--- src/sv/gwb_pkg.sv ---
`default_nettype none

package gwb_pkg;

  localparam int PIX_W         = 8;
  localparam int CFG_W         = 9;
  localparam int CFG_IDX_W     = 1;
  localparam int SUM_W         = 24;
  localparam int GAIN_W        = 24;
  localparam int TOT_W         = SUM_W + 2;
  localparam int NUM_LANES     = 3;
  localparam int MAX_SIDE_DEF  = 256;
  localparam int GAIN_FRAC_DEF = 16;
  localparam int SIDE_RESET    = 256;

  localparam int LANE_BLUE  = 0;
  localparam int LANE_GREEN = 1;
  localparam int LANE_RED   = 2;

  localparam logic [PIX_W-1:0]  PIX_MAX  = '1;
  localparam logic [SUM_W-1:0]  SUM_MAX  = '1;
  localparam logic [GAIN_W-1:0] GAIN_MAX = '1;

  localparam logic [CFG_IDX_W-1:0] REG_COLS = CFG_IDX_W'(0);
  localparam logic [CFG_IDX_W-1:0] REG_ROWS = CFG_IDX_W'(1);

  typedef enum logic [1:0] {
    CMD_MEASURE = 2'd0,
    CMD_FINISH  = 2'd1,
    CMD_APPLY   = 2'd2
  } gwb_cmd_t;

  typedef struct packed {
    logic measure;
    logic finish;
  } gwb_lane_ctl_t;

  typedef struct packed {
    logic advance;
    logic clear;
  } gwb_pos_ctl_t;

  typedef struct packed {
    logic in_circle;
    logic last;
  } gwb_pos_t;

endpackage

`default_nettype wire

--- src/sv/gwb_in_if.sv ---
`default_nettype none

interface gwb_in_if import gwb_pkg::*; ();
  logic             valid;
  logic             ready;
  logic [1:0]       command;
  logic [PIX_W-1:0] blue_in;
  logic [PIX_W-1:0] green_in;
  logic [PIX_W-1:0] red_in;

  modport source (output valid, command, blue_in, green_in, red_in, input ready);
  modport sink (input valid, command, blue_in, green_in, red_in, output ready);
endinterface

`default_nettype wire

--- src/sv/gwb_out_if.sv ---
`default_nettype none

interface gwb_out_if import gwb_pkg::*; ();
  logic             valid;
  logic             ready;
  logic [PIX_W-1:0] blue_out;
  logic [PIX_W-1:0] green_out;
  logic [PIX_W-1:0] red_out;
  logic             inside_circle;
  logic             last_pixel;

  modport source (output valid, blue_out, green_out, red_out, inside_circle, last_pixel,
                  input ready);
  modport sink (input valid, blue_out, green_out, red_out, inside_circle, last_pixel,
                output ready);
endinterface

`default_nettype wire

--- src/sv/gwb_lane.sv ---
`default_nettype none

module gwb_lane import gwb_pkg::*; #(
  parameter int GAIN_FRAC_BITS = GAIN_FRAC_DEF
) (
  input  logic              clk,
  input  logic              rst,
  input  gwb_lane_ctl_t     ctl,
  input  logic [PIX_W-1:0]  sample,
  input  logic [TOT_W-1:0]  total,
  output logic [SUM_W-1:0]  sum,
  output logic [PIX_W-1:0]  scaled,
  output logic              busy
);

  localparam int NUM_W  = TOT_W + GAIN_FRAC_BITS;
  localparam int DIV_W  = SUM_W + 2;
  localparam int REM_W  = DIV_W + 1;
  localparam int CMP_W  = (NUM_W > DIV_W + GAIN_W) ? NUM_W : DIV_W + GAIN_W;
  localparam int CNT_W  = $clog2(GAIN_W + 1);
  localparam int MUL_W  = PIX_W + GAIN_W;
  localparam int PROD_W = MUL_W + 1;
  localparam logic [GAIN_W-1:0] UNITY = (GAIN_FRAC_BITS >= GAIN_W) ? GAIN_MAX :
                                        (GAIN_W'(1) << GAIN_FRAC_BITS);
  localparam logic [PROD_W-1:0] HALF = PROD_W'(1) << (GAIN_FRAC_BITS - 1);

  typedef enum logic [2:0] {
    ST_IDLE  = 3'b001,
    ST_CHECK = 3'b010,
    ST_DIV   = 3'b100
  } lane_state_t;

  lane_state_t        state;
  logic [GAIN_W-1:0]  gain;
  logic [NUM_W-1:0]   num;
  logic [DIV_W-1:0]   divisor;
  logic               sum_zero;
  logic [REM_W-1:0]   rem;
  logic [GAIN_W-1:0]  low;
  logic [GAIN_W-1:0]  quot;
  logic [CNT_W-1:0]   cnt;

  logic [SUM_W:0]     sum_add;
  logic [REM_W-1:0]   trial;
  logic [REM_W-1:0]   diff;
  logic               fits;
  logic               ovf;
  logic [MUL_W-1:0]   prod;
  logic [PROD_W-1:0]  rounded;
  logic [PROD_W-1:0]  shifted;

  assign sum_add = {1'b0, sum} + (SUM_W + 1)'(sample);
  assign trial   = {rem[DIV_W-1:0], low[GAIN_W-1]};
  assign fits    = trial >= {1'b0, divisor};
  assign diff    = trial - {1'b0, divisor};
  // quotient would not fit in the gain register
  assign ovf     = CMP_W'(num) >= (CMP_W'(divisor) << GAIN_W);

  assign prod    = MUL_W'(sample) * MUL_W'(gain);
  assign rounded = PROD_W'(prod) + HALF;
  assign shifted = rounded >> GAIN_FRAC_BITS;
  assign scaled  = (shifted > PROD_W'(PIX_MAX)) ? PIX_MAX : shifted[PIX_W-1:0];

  assign busy = (state != ST_IDLE);

  always_ff @(posedge clk) begin
    if (rst) begin
      state <= ST_IDLE;
      gain  <= UNITY;
      sum   <= '0;
    end else begin
      case (state)
        ST_IDLE: begin
          if (ctl.finish) begin
            num      <= NUM_W'(total) << GAIN_FRAC_BITS;
            divisor  <= (DIV_W'(sum) << 1) + DIV_W'(sum);
            sum_zero <= (sum == '0);
            sum      <= '0;
            state    <= ST_CHECK;
          end else if (ctl.measure) begin
            sum <= sum_add[SUM_W] ? SUM_MAX : sum_add[SUM_W-1:0];
          end
        end
        ST_CHECK: begin
          if (sum_zero) begin
            gain  <= '0;
            state <= ST_IDLE;
          end else if (ovf) begin
            gain  <= GAIN_MAX;
            state <= ST_IDLE;
          end else begin
            rem   <= REM_W'(num >> GAIN_W);
            low   <= num[GAIN_W-1:0];
            cnt   <= CNT_W'(GAIN_W);
            state <= ST_DIV;
          end
        end
        ST_DIV: begin
          // one quotient bit per cycle, restoring
          rem  <= fits ? diff : trial;
          low  <= low << 1;
          quot <= {quot[GAIN_W-2:0], fits};
          cnt  <= cnt - CNT_W'(1);
          if (cnt == CNT_W'(1)) begin
            gain  <= {quot[GAIN_W-2:0], fits};
            state <= ST_IDLE;
          end
        end
        default: begin
          state <= ST_IDLE;
        end
      endcase
    end
  end

endmodule

`default_nettype wire

--- src/sv/gwb_circle.sv ---
`default_nettype none

module gwb_circle import gwb_pkg::*; #(
  parameter int MAX_SIDE = MAX_SIDE_DEF
) (
  input  logic             clk,
  input  logic             rst,
  input  logic [CFG_W-1:0] cols_cfg,
  input  logic [CFG_W-1:0] rows_cfg,
  input  gwb_pos_ctl_t     ctl,
  output gwb_pos_t         pos
);

  localparam int SIDE_W = $clog2(MAX_SIDE + 1);
  localparam int POS_W  = $clog2(MAX_SIDE);
  localparam int EXT_W  = CFG_W + SIDE_W;
  localparam int SQ_W   = 2 * SIDE_W;

  function automatic logic [SIDE_W-1:0] clamp_side(input logic [CFG_W-1:0] v);
    if (v == '0) return SIDE_W'(1);
    if (EXT_W'(v) > EXT_W'(MAX_SIDE)) return SIDE_W'(MAX_SIDE);
    return SIDE_W'(v);
  endfunction

  logic [POS_W-1:0]  col;
  logic [POS_W-1:0]  row;

  logic [SIDE_W-1:0] cols;
  logic [SIDE_W-1:0] rows;
  logic [SIDE_W-1:0] radius;
  logic [SIDE_W-1:0] cy;
  logic [SIDE_W-1:0] col_ext;
  logic [SIDE_W-1:0] row_ext;
  logic [SIDE_W-1:0] adx;
  logic [SIDE_W-1:0] ady;
  logic [SQ_W-1:0]   sq_x;
  logic [SQ_W-1:0]   sq_y;
  logic [SQ_W-1:0]   sq_r;
  logic [SQ_W:0]     dist_sq;
  logic              col_end;
  logic              row_end;

  assign cols    = clamp_side(cols_cfg);
  assign rows    = clamp_side(rows_cfg);
  assign radius  = cols >> 1;
  assign cy      = rows >> 1;
  assign col_ext = SIDE_W'(col);
  assign row_ext = SIDE_W'(row);
  assign adx     = (col_ext >= radius) ? col_ext - radius : radius - col_ext;
  assign ady     = (row_ext >= cy) ? row_ext - cy : cy - row_ext;
  assign sq_x    = adx * adx;
  assign sq_y    = ady * ady;
  assign sq_r    = radius * radius;
  assign dist_sq = (SQ_W + 1)'(sq_x) + (SQ_W + 1)'(sq_y);
  assign col_end = (col_ext + SIDE_W'(1)) >= cols;
  assign row_end = (row_ext + SIDE_W'(1)) >= rows;

  assign pos.in_circle = dist_sq <= (SQ_W + 1)'(sq_r);
  assign pos.last      = col_end & row_end;

  always_ff @(posedge clk) begin
    if (rst || ctl.clear) begin
      col <= '0;
      row <= '0;
    end else if (ctl.advance) begin
      if (col_end) begin
        col <= '0;
        row <= row_end ? '0 : row + POS_W'(1);
      end else begin
        col <= col + POS_W'(1);
      end
    end
  end

endmodule

`default_nettype wire

--- src/sv/gray_world_balance_incircle_mask.sv ---
`default_nettype none

// Gray-world white balance with an inscribed-circle mask. Stream the image once with
// command measure to build the three channel sums, send one finish item to turn them
// into Q8.GAIN_FRAC_BITS gains, then stream it again with command apply; each apply
// beat returns one balanced pixel, zeroed outside the circle of radius cols/2, with
// last_pixel set on the final pixel. Measure and apply beats are taken one per cycle
// while the result register drains. A finish beat starts the three lane dividers,
// which produce one gain bit per cycle: the port stays closed while they run, through
// one range check and then the quotient bits, or the range check alone when every gain
// is zero or saturates. Write image_cols/image_rows only while no item is in flight.
module gray_world_balance_incircle_mask import gwb_pkg::*; #(
  parameter int MAX_SIDE       = MAX_SIDE_DEF,
  parameter int GAIN_FRAC_BITS = GAIN_FRAC_DEF
) (
  input  logic                 clk,
  input  logic                 rst,
  gwb_in_if.sink               pixels,
  gwb_out_if.source            results,
  input  logic                 cfg_write,
  input  logic [CFG_IDX_W-1:0] cfg_index,
  input  logic [CFG_W-1:0]     cfg_data
);

  logic [CFG_W-1:0] image_cols;
  logic [CFG_W-1:0] image_rows;

  logic [PIX_W-1:0] samples    [NUM_LANES];
  logic [SUM_W-1:0] lane_sum   [NUM_LANES];
  logic [PIX_W-1:0] lane_scaled[NUM_LANES];
  logic [NUM_LANES-1:0] lane_busy;
  logic [TOT_W-1:0] total;

  gwb_lane_ctl_t lane_ctl;
  gwb_pos_ctl_t  pos_ctl;
  gwb_pos_t      pos;

  logic busy;
  logic accept;
  logic apply_acc;

  logic             out_valid;
  logic [PIX_W-1:0] out_blue;
  logic [PIX_W-1:0] out_green;
  logic [PIX_W-1:0] out_red;
  logic             out_inside;
  logic             out_last;

  always_ff @(posedge clk) begin
    if (rst) begin
      image_cols <= CFG_W'(SIDE_RESET);
      image_rows <= CFG_W'(SIDE_RESET);
    end else if (cfg_write) begin
      case (cfg_index)
        REG_COLS: image_cols <= cfg_data;
        REG_ROWS: image_rows <= cfg_data;
        default: ;
      endcase
    end
  end

  assign busy         = |lane_busy;
  assign pixels.ready = !busy && (!out_valid || results.ready);
  assign accept       = pixels.valid && pixels.ready;

  assign lane_ctl.measure = accept && (pixels.command == CMD_MEASURE);
  assign lane_ctl.finish  = accept && (pixels.command == CMD_FINISH);
  assign apply_acc        = accept && (pixels.command == CMD_APPLY);
  assign pos_ctl.advance  = apply_acc;
  assign pos_ctl.clear    = lane_ctl.finish;

  assign samples[LANE_BLUE]  = pixels.blue_in;
  assign samples[LANE_GREEN] = pixels.green_in;
  assign samples[LANE_RED]   = pixels.red_in;

  assign total = TOT_W'(lane_sum[LANE_BLUE]) + TOT_W'(lane_sum[LANE_GREEN])
               + TOT_W'(lane_sum[LANE_RED]);

  for (genvar i = 0; i < NUM_LANES; i++) begin : g_lane
    gwb_lane #(
      .GAIN_FRAC_BITS(GAIN_FRAC_BITS)
    ) u_lane (
      .clk    (clk),
      .rst    (rst),
      .ctl    (lane_ctl),
      .sample (samples[i]),
      .total  (total),
      .sum    (lane_sum[i]),
      .scaled (lane_scaled[i]),
      .busy   (lane_busy[i])
    );
  end

  gwb_circle #(
    .MAX_SIDE(MAX_SIDE)
  ) u_circle (
    .clk      (clk),
    .rst      (rst),
    .cols_cfg (image_cols),
    .rows_cfg (image_rows),
    .ctl      (pos_ctl),
    .pos      (pos)
  );

  // merge the lanes with the mask into the result register
  always_ff @(posedge clk) begin
    if (rst) begin
      out_valid <= 1'b0;
    end else if (apply_acc) begin
      out_valid <= 1'b1;
    end else if (results.ready) begin
      out_valid <= 1'b0;
    end
    if (apply_acc) begin
      out_blue   <= pos.in_circle ? lane_scaled[LANE_BLUE] : '0;
      out_green  <= pos.in_circle ? lane_scaled[LANE_GREEN] : '0;
      out_red    <= pos.in_circle ? lane_scaled[LANE_RED] : '0;
      out_inside <= pos.in_circle;
      out_last   <= pos.last;
    end
  end

  assign results.valid         = out_valid;
  assign results.blue_out      = out_blue;
  assign results.green_out     = out_green;
  assign results.red_out       = out_red;
  assign results.inside_circle = out_inside;
  assign results.last_pixel    = out_last;

`ifndef SYNTH
  a_finish_busy: assert property (@(posedge clk) disable iff (rst)
    lane_ctl.finish |=> busy)
    else $error("finish beat did not start the gain dividers");

  a_busy_closed: assert property (@(posedge clk) disable iff (rst)
    busy |-> !pixels.ready)
    else $error("input open while gains are being computed");

  a_apply_result: assert property (@(posedge clk) disable iff (rst)
    apply_acc |=> results.valid)
    else $error("apply beat produced no result");

  a_mask_zero: assert property (@(posedge clk) disable iff (rst)
    results.valid && !results.inside_circle |->
      results.blue_out == '0 && results.green_out == '0 && results.red_out == '0)
    else $error("pixel outside circle not masked");
`endif

endmodule

`default_nettype wire
--- src/flat_wrapper.sv ---
// flat-port wrapper written by rule: the top's interface ports become plain ports
module gray_world_balance_incircle_mask_flat import gwb_pkg::*;
#(
  parameter int MAX_SIDE       = MAX_SIDE_DEF,
  parameter int GAIN_FRAC_BITS = GAIN_FRAC_DEF
)
  (clk, rst, cfg_write, cfg_index, cfg_data, pixels_valid, pixels_command, pixels_blue_in, pixels_green_in, pixels_red_in, pixels_ready, results_valid, results_blue_out, results_green_out, results_red_out, results_inside_circle, results_last_pixel, results_ready);
  gwb_in_if pixels_i ();
  gwb_out_if results_i ();
  input  logic clk;
  input  logic rst;
  input  logic cfg_write;
  input  logic [CFG_IDX_W-1:0] cfg_index;
  input  logic [CFG_W-1:0] cfg_data;
  input wire logic [$bits(pixels_i.valid)-1:0] pixels_valid;
  input wire logic [$bits(pixels_i.command)-1:0] pixels_command;
  input wire logic [$bits(pixels_i.blue_in)-1:0] pixels_blue_in;
  input wire logic [$bits(pixels_i.green_in)-1:0] pixels_green_in;
  input wire logic [$bits(pixels_i.red_in)-1:0] pixels_red_in;
  output wire logic [$bits(pixels_i.ready)-1:0] pixels_ready;
  output wire logic [$bits(results_i.valid)-1:0] results_valid;
  output wire logic [$bits(results_i.blue_out)-1:0] results_blue_out;
  output wire logic [$bits(results_i.green_out)-1:0] results_green_out;
  output wire logic [$bits(results_i.red_out)-1:0] results_red_out;
  output wire logic [$bits(results_i.inside_circle)-1:0] results_inside_circle;
  output wire logic [$bits(results_i.last_pixel)-1:0] results_last_pixel;
  input wire logic [$bits(results_i.ready)-1:0] results_ready;
  assign pixels_i.valid = pixels_valid;
  assign pixels_i.command = pixels_command;
  assign pixels_i.blue_in = pixels_blue_in;
  assign pixels_i.green_in = pixels_green_in;
  assign pixels_i.red_in = pixels_red_in;
  assign pixels_ready = pixels_i.ready;
  assign results_valid = results_i.valid;
  assign results_blue_out = results_i.blue_out;
  assign results_green_out = results_i.green_out;
  assign results_red_out = results_i.red_out;
  assign results_inside_circle = results_i.inside_circle;
  assign results_last_pixel = results_i.last_pixel;
  assign results_i.ready = results_ready;
  gray_world_balance_incircle_mask #(.MAX_SIDE(MAX_SIDE), .GAIN_FRAC_BITS(GAIN_FRAC_BITS)) u_core (.clk(clk), .rst(rst), .pixels(pixels_i), .results(results_i), .cfg_write(cfg_write), .cfg_index(cfg_index), .cfg_data(cfg_data));
endmodule
--- config.mk ---
export PLATFORM = sky130hd
export DESIGN_NAME = gray_world_balance_incircle_mask_flat
export DESIGN_NICKNAME = d
export VERILOG_FILES = /design/src/sv/gwb_pkg.sv /design/src/sv/gwb_in_if.sv /design/src/sv/gwb_out_if.sv /design/src/sv/gwb_lane.sv /design/src/sv/gwb_circle.sv /design/src/sv/gray_world_balance_incircle_mask.sv /design/src/flat_wrapper.sv
export SDC_FILE = /design/constraint.sdc
export NUM_CORES = 2
export LEC_CHECK = 0
export BUFFER_PORTS_ARGS = -buffer_cell sky130_fd_sc_hd__buf_2
export CAP_MARGIN = 20
export CORE_MARGIN = 10
export CORE_UTILIZATION = 55
export DETAILED_ROUTE_END_ITERATION = 6
export GPL_TIMING_DRIVEN = 0
export PLACE_DENSITY_LB_ADDON = 0.15
export REMOVE_ABC_BUFFERS = 1
export SETUP_SLACK_MARGIN = 0.05
export SLEW_MARGIN = 20
export SYNTH_ARGS = -nofsm -noshare
export SYNTH_HDL_FRONTEND = slang
export SYNTH_HIERARCHICAL = 1
export SYNTH_SLANG_ARGS = --single-unit
--- constraint.sdc ---
create_clock -name clk -period 16.65 [get_ports clk]
set_input_delay 1.665 -clock clk [delete_from_list [all_inputs] [get_ports clk]]
set_output_delay 1.665 -clock clk [all_outputs]
set_load 0.05 [all_outputs]
==> flow_summary_export.csv <==
group,metric,value,unit
status,outcome,"finished clean",
yosys,yosys-top-cells-area,"edfxtp_1 19%, fa_1 18%, ha_1 14%",
sta,grt_setup_unrepaired,"no",
yosys,synth_top_flop_cell,"edfxtp_1",
placement,port_buffers,68,
sta,finalCritPeriodShare,0.6963,
worst_setup_path,r2r_slack,5060,ps
yosys,synth.cell_area,60070,sq um
clocking,numCtsBuffers,70,
sta,setup_viol,0,
drt,drtPass1Iterations,5,
yosys,synthSimpleGateAreaFrac,0.1726,
global_routing,grt_usage,0.2371,
sta,min_period,11590,ps
clocking,clk_pin_slew,50,ps
yosys,yosysWarningCount,6,
layout,fin_nets,7802,
drt,wl,145.4,mm
yosys,synth_mux_area_frac,0.01137,
worst_hold_path,worstHoldPathType,"reg2reg",
yosys,synth_compound_area_frac,0.1320,
sta,clock.fmax,0.08626,GHz
clocking,cts.repair.resized,0,
global_routing,grt_first_pass_wirelength,238.0,mm
yosys,synthAdderAreaFrac,0.3245,
drt,vias,45410,
clocking,cts-root-buf,"clkbuf_16",
global_routing,grt_pass1_vias,45860,
worst_setup_path,path_max_fanout,12,
sta,clock_skew,29.60,ps
clocking,post_cts_buffers,0,
global_routing,grt_max_degree,69,
placement,dp.final_hpwl,112.5,mm
yosys,ys_seq_area_frac,0.2481,
worst_setup_path,r2r_cells,40,
floorplan,initial_core_util,0.5526,
clocking,cts_tree,"done",
worst_setup_path,endpoint_kind,"flop",
sta,worst_hold_slack,449.3,ps
sta,hold_viol,0,
power,p_comb_frac,0.170,
floorplan,num_io_pins,69,
drt,routedWlPerCell,18.14,microns
yosys,synth_top_family_by_area,"adder cells",
worst_setup_path,critPathSlowestCell,"dfxtp_1",
layout,final_cell_mix,"992 x inv_1, 670 x ha_1, 592 x nand2_1, 555 x fa_1, 515 x and2_1",
clocking,cts_buffer_depth,3,
drt,drc,0,
yosys,avgSynthCellArea,9.204,sq um
sta,slew_headroom,0.1793,
global_routing,grt_antenna_before_repair,2,
yosys,synthArstFlopShare,0,
floorplan,die_area,122800,sq um
yosys,synth_top_area_frac,0.1855,
power,seqPwrFrac,0.406,
yosys,synth_top_area_cell,"edfxtp_1",
worst_setup_path,crit_type,"reg2reg",
clocking,cts_sinks,559,
yosys,ys_ff_latch,559,
sta,setup_tns,0,ps
floorplan,core,108700,sq um
worst_setup_path,cp.arrival,12080,ps
drt,drtIter0Drc,2519,
floorplan,die_y,350.5,microns
clocking,ctsHoldBuffers,0,
worst_setup_path,slowest_delay,680,ps
layout,final_common_cell,"inv_1",
floorplan,die_w,350.5,microns
worst_setup_path,startpoint_type,"flop",
yosys,synth_edf_count,371,
power,ir_drop,0.07641,mV
clocking,htree_num_levels,3,
sta,timing.final.ws_setup,5057,ps
job,max-cap-violations,0,
floorplan,rows,121,
layout,area_delta_synth_final,7.514,%
yosys,yosys.area_share.xor_xnor,0.03585,
placement,pre_cts_slack,5102,ps
layout,fillers,9623,
sta,finalMaxSlewViolations,0,
worst_hold_path,min_path_cells,0,
power,internal-power,2676,uW
worst_setup_path,cp.required,17140,ps
clocking,clk-insertion-delay-late,650,ps
sta,tightest_slew,1225,ps
drt,viasPerCell,5.668,
power,clock_power_share,0.424,
yosys,ys_types,125,
layout,drive_above_1_share,0.05718,
power,p_per_area,57.95,nW/um^2
power,switching_share,0.2850,
yosys,netlist_instances,6526,
power,power_switching,1067,uW
power,p_leak,0.03019,uW
drt,ant_nets,0,
placement,gp_congestion,0.9201,
global_routing,grt_overflow,0,
## power groups by stage
stage	logic [uW]	registers [uW]	clock network, uW
after detailed placement	636	1550	0
after floorplan	412	1560	0
after global placement	605	1550	0
final	636	1520	1590
after global routing	715	1520	1680
after CTS	641	1520	1630
## critical path, delay by kind of cell (launching register included)
kind / cells / cell delay (ps)
fa+ha+maj: 9 / 4240
mux: 1 / 390
simple gates: 11 / 2430
xor+xnor: 1 / 180
flops: 1 / 680
compound gates: 8 / 1980
buf+inv: 10 / 1520
## metrics by stage
step                      total power [uW]  cell area (sq um)  cells  utilization
after floorplan                       1970              59310   6350            -
after global placement                2156              61420   7832       0.5651
after detailed placement              2184              62190   7878       0.5721
after CTS                             3792              64550   8007       0.5938
after global routing                  3913              64570   8009       0.5940
final                                 3742              64580   8013       0.5941
## per-layer routing
metal  track usage  part of all wire
met2        0.4118              0.49
met1        0.3138              0.44
met5             0                 0
met3       0.02588             0.047
met4       0.06091             0.022
## logic make-up (layout without fill, tap and decap cells)
family | Yosys count | after routing
and+or+nand+nor | 2022 | 2022
AOI/OAI and AO/OA | 1227 | 1227
xor gates and xnor gates | 245 | 245
muxes | 66 | 66
DFF | 559 | 559
adders and majority gates | 1225 | 1225
other | 2 | 16
buffers and inverters | 1180 | 1239
## cell usage after synthesis (79+ instances only)
| cell | count |
|---|---|
| a21o_1 | 134 |
| and2_1 | 517 |
| a21oi_1 | 397 |
| nand3_1 | 84 |
| nor2b_1 | 81 |
| xnor2_1 | 165 |
| clkbuf_1 | 147 |
| xor2_1 | 79 |
| ha_1 | 670 |
| edfxtp_1 | 371 |
| inv_1 | 992 |
| fa_1 | 555 |
| o21ai_0 | 255 |
| nor2_1 | 319 |
| dfxtp_1 | 188 |
| nor3_1 | 86 |
| nand2_1 | 593 |
## worst paths after layout
| kind | start | end |
|---|---|---|
| setup / recovery | u_core/image_cols[8] | u_core/results.blue_out[1] |
| hold / removal | u_core/g_lane[2].u_lane/quot[16] | u_core/g_lane[2].u_lane/quot[17] |
| setup reg to reg | u_core/image_cols[8] | u_core/results.blue_out[1] |
| hold reg to reg | u_core/g_lane[2].u_lane/quot[16] | u_core/g_lane[2].u_lane/quot[17] |
## flip-flops by register name, indices dropped and copies added, names as in the netlist, 9 cells and up
register and count:
u_core/g_lane.u_lane/rem 78, u_core/g_lane.u_lane/divisor 78, u_core/g_lane.u_lane/cnt 15, u_core/image_rows 9, u_core/g_lane.u_lane/quot 69, u_core/g_lane.u_lane/state 9, u_core/g_lane.u_lane/low 24, u_core/g_lane.u_lane/num 78
u_core/g_lane.u_lane/gain 72, u_core/g_lane.u_lane/sum 72, u_core/image_cols 9
## cell type report
class | count | area (sq um) | share of cell area
multi-input combinational | 4795 | 40850 | 0.6326
sequential | 559 | 14900 | 0.2308
inverter | 996 | 3746 | 0.05801
clock buffer | 92 | 1938 | 0.03001
tap | 1414 | 1769 | 0.02740
timing repair buffer | 114 | 928.4 | 0.01438
clock inverter | 37 | 425.4 | 0.006587
antenna | 6 | 15.01 | 0.0002325
Note: power is estimated with default switching activity, not from simulation.
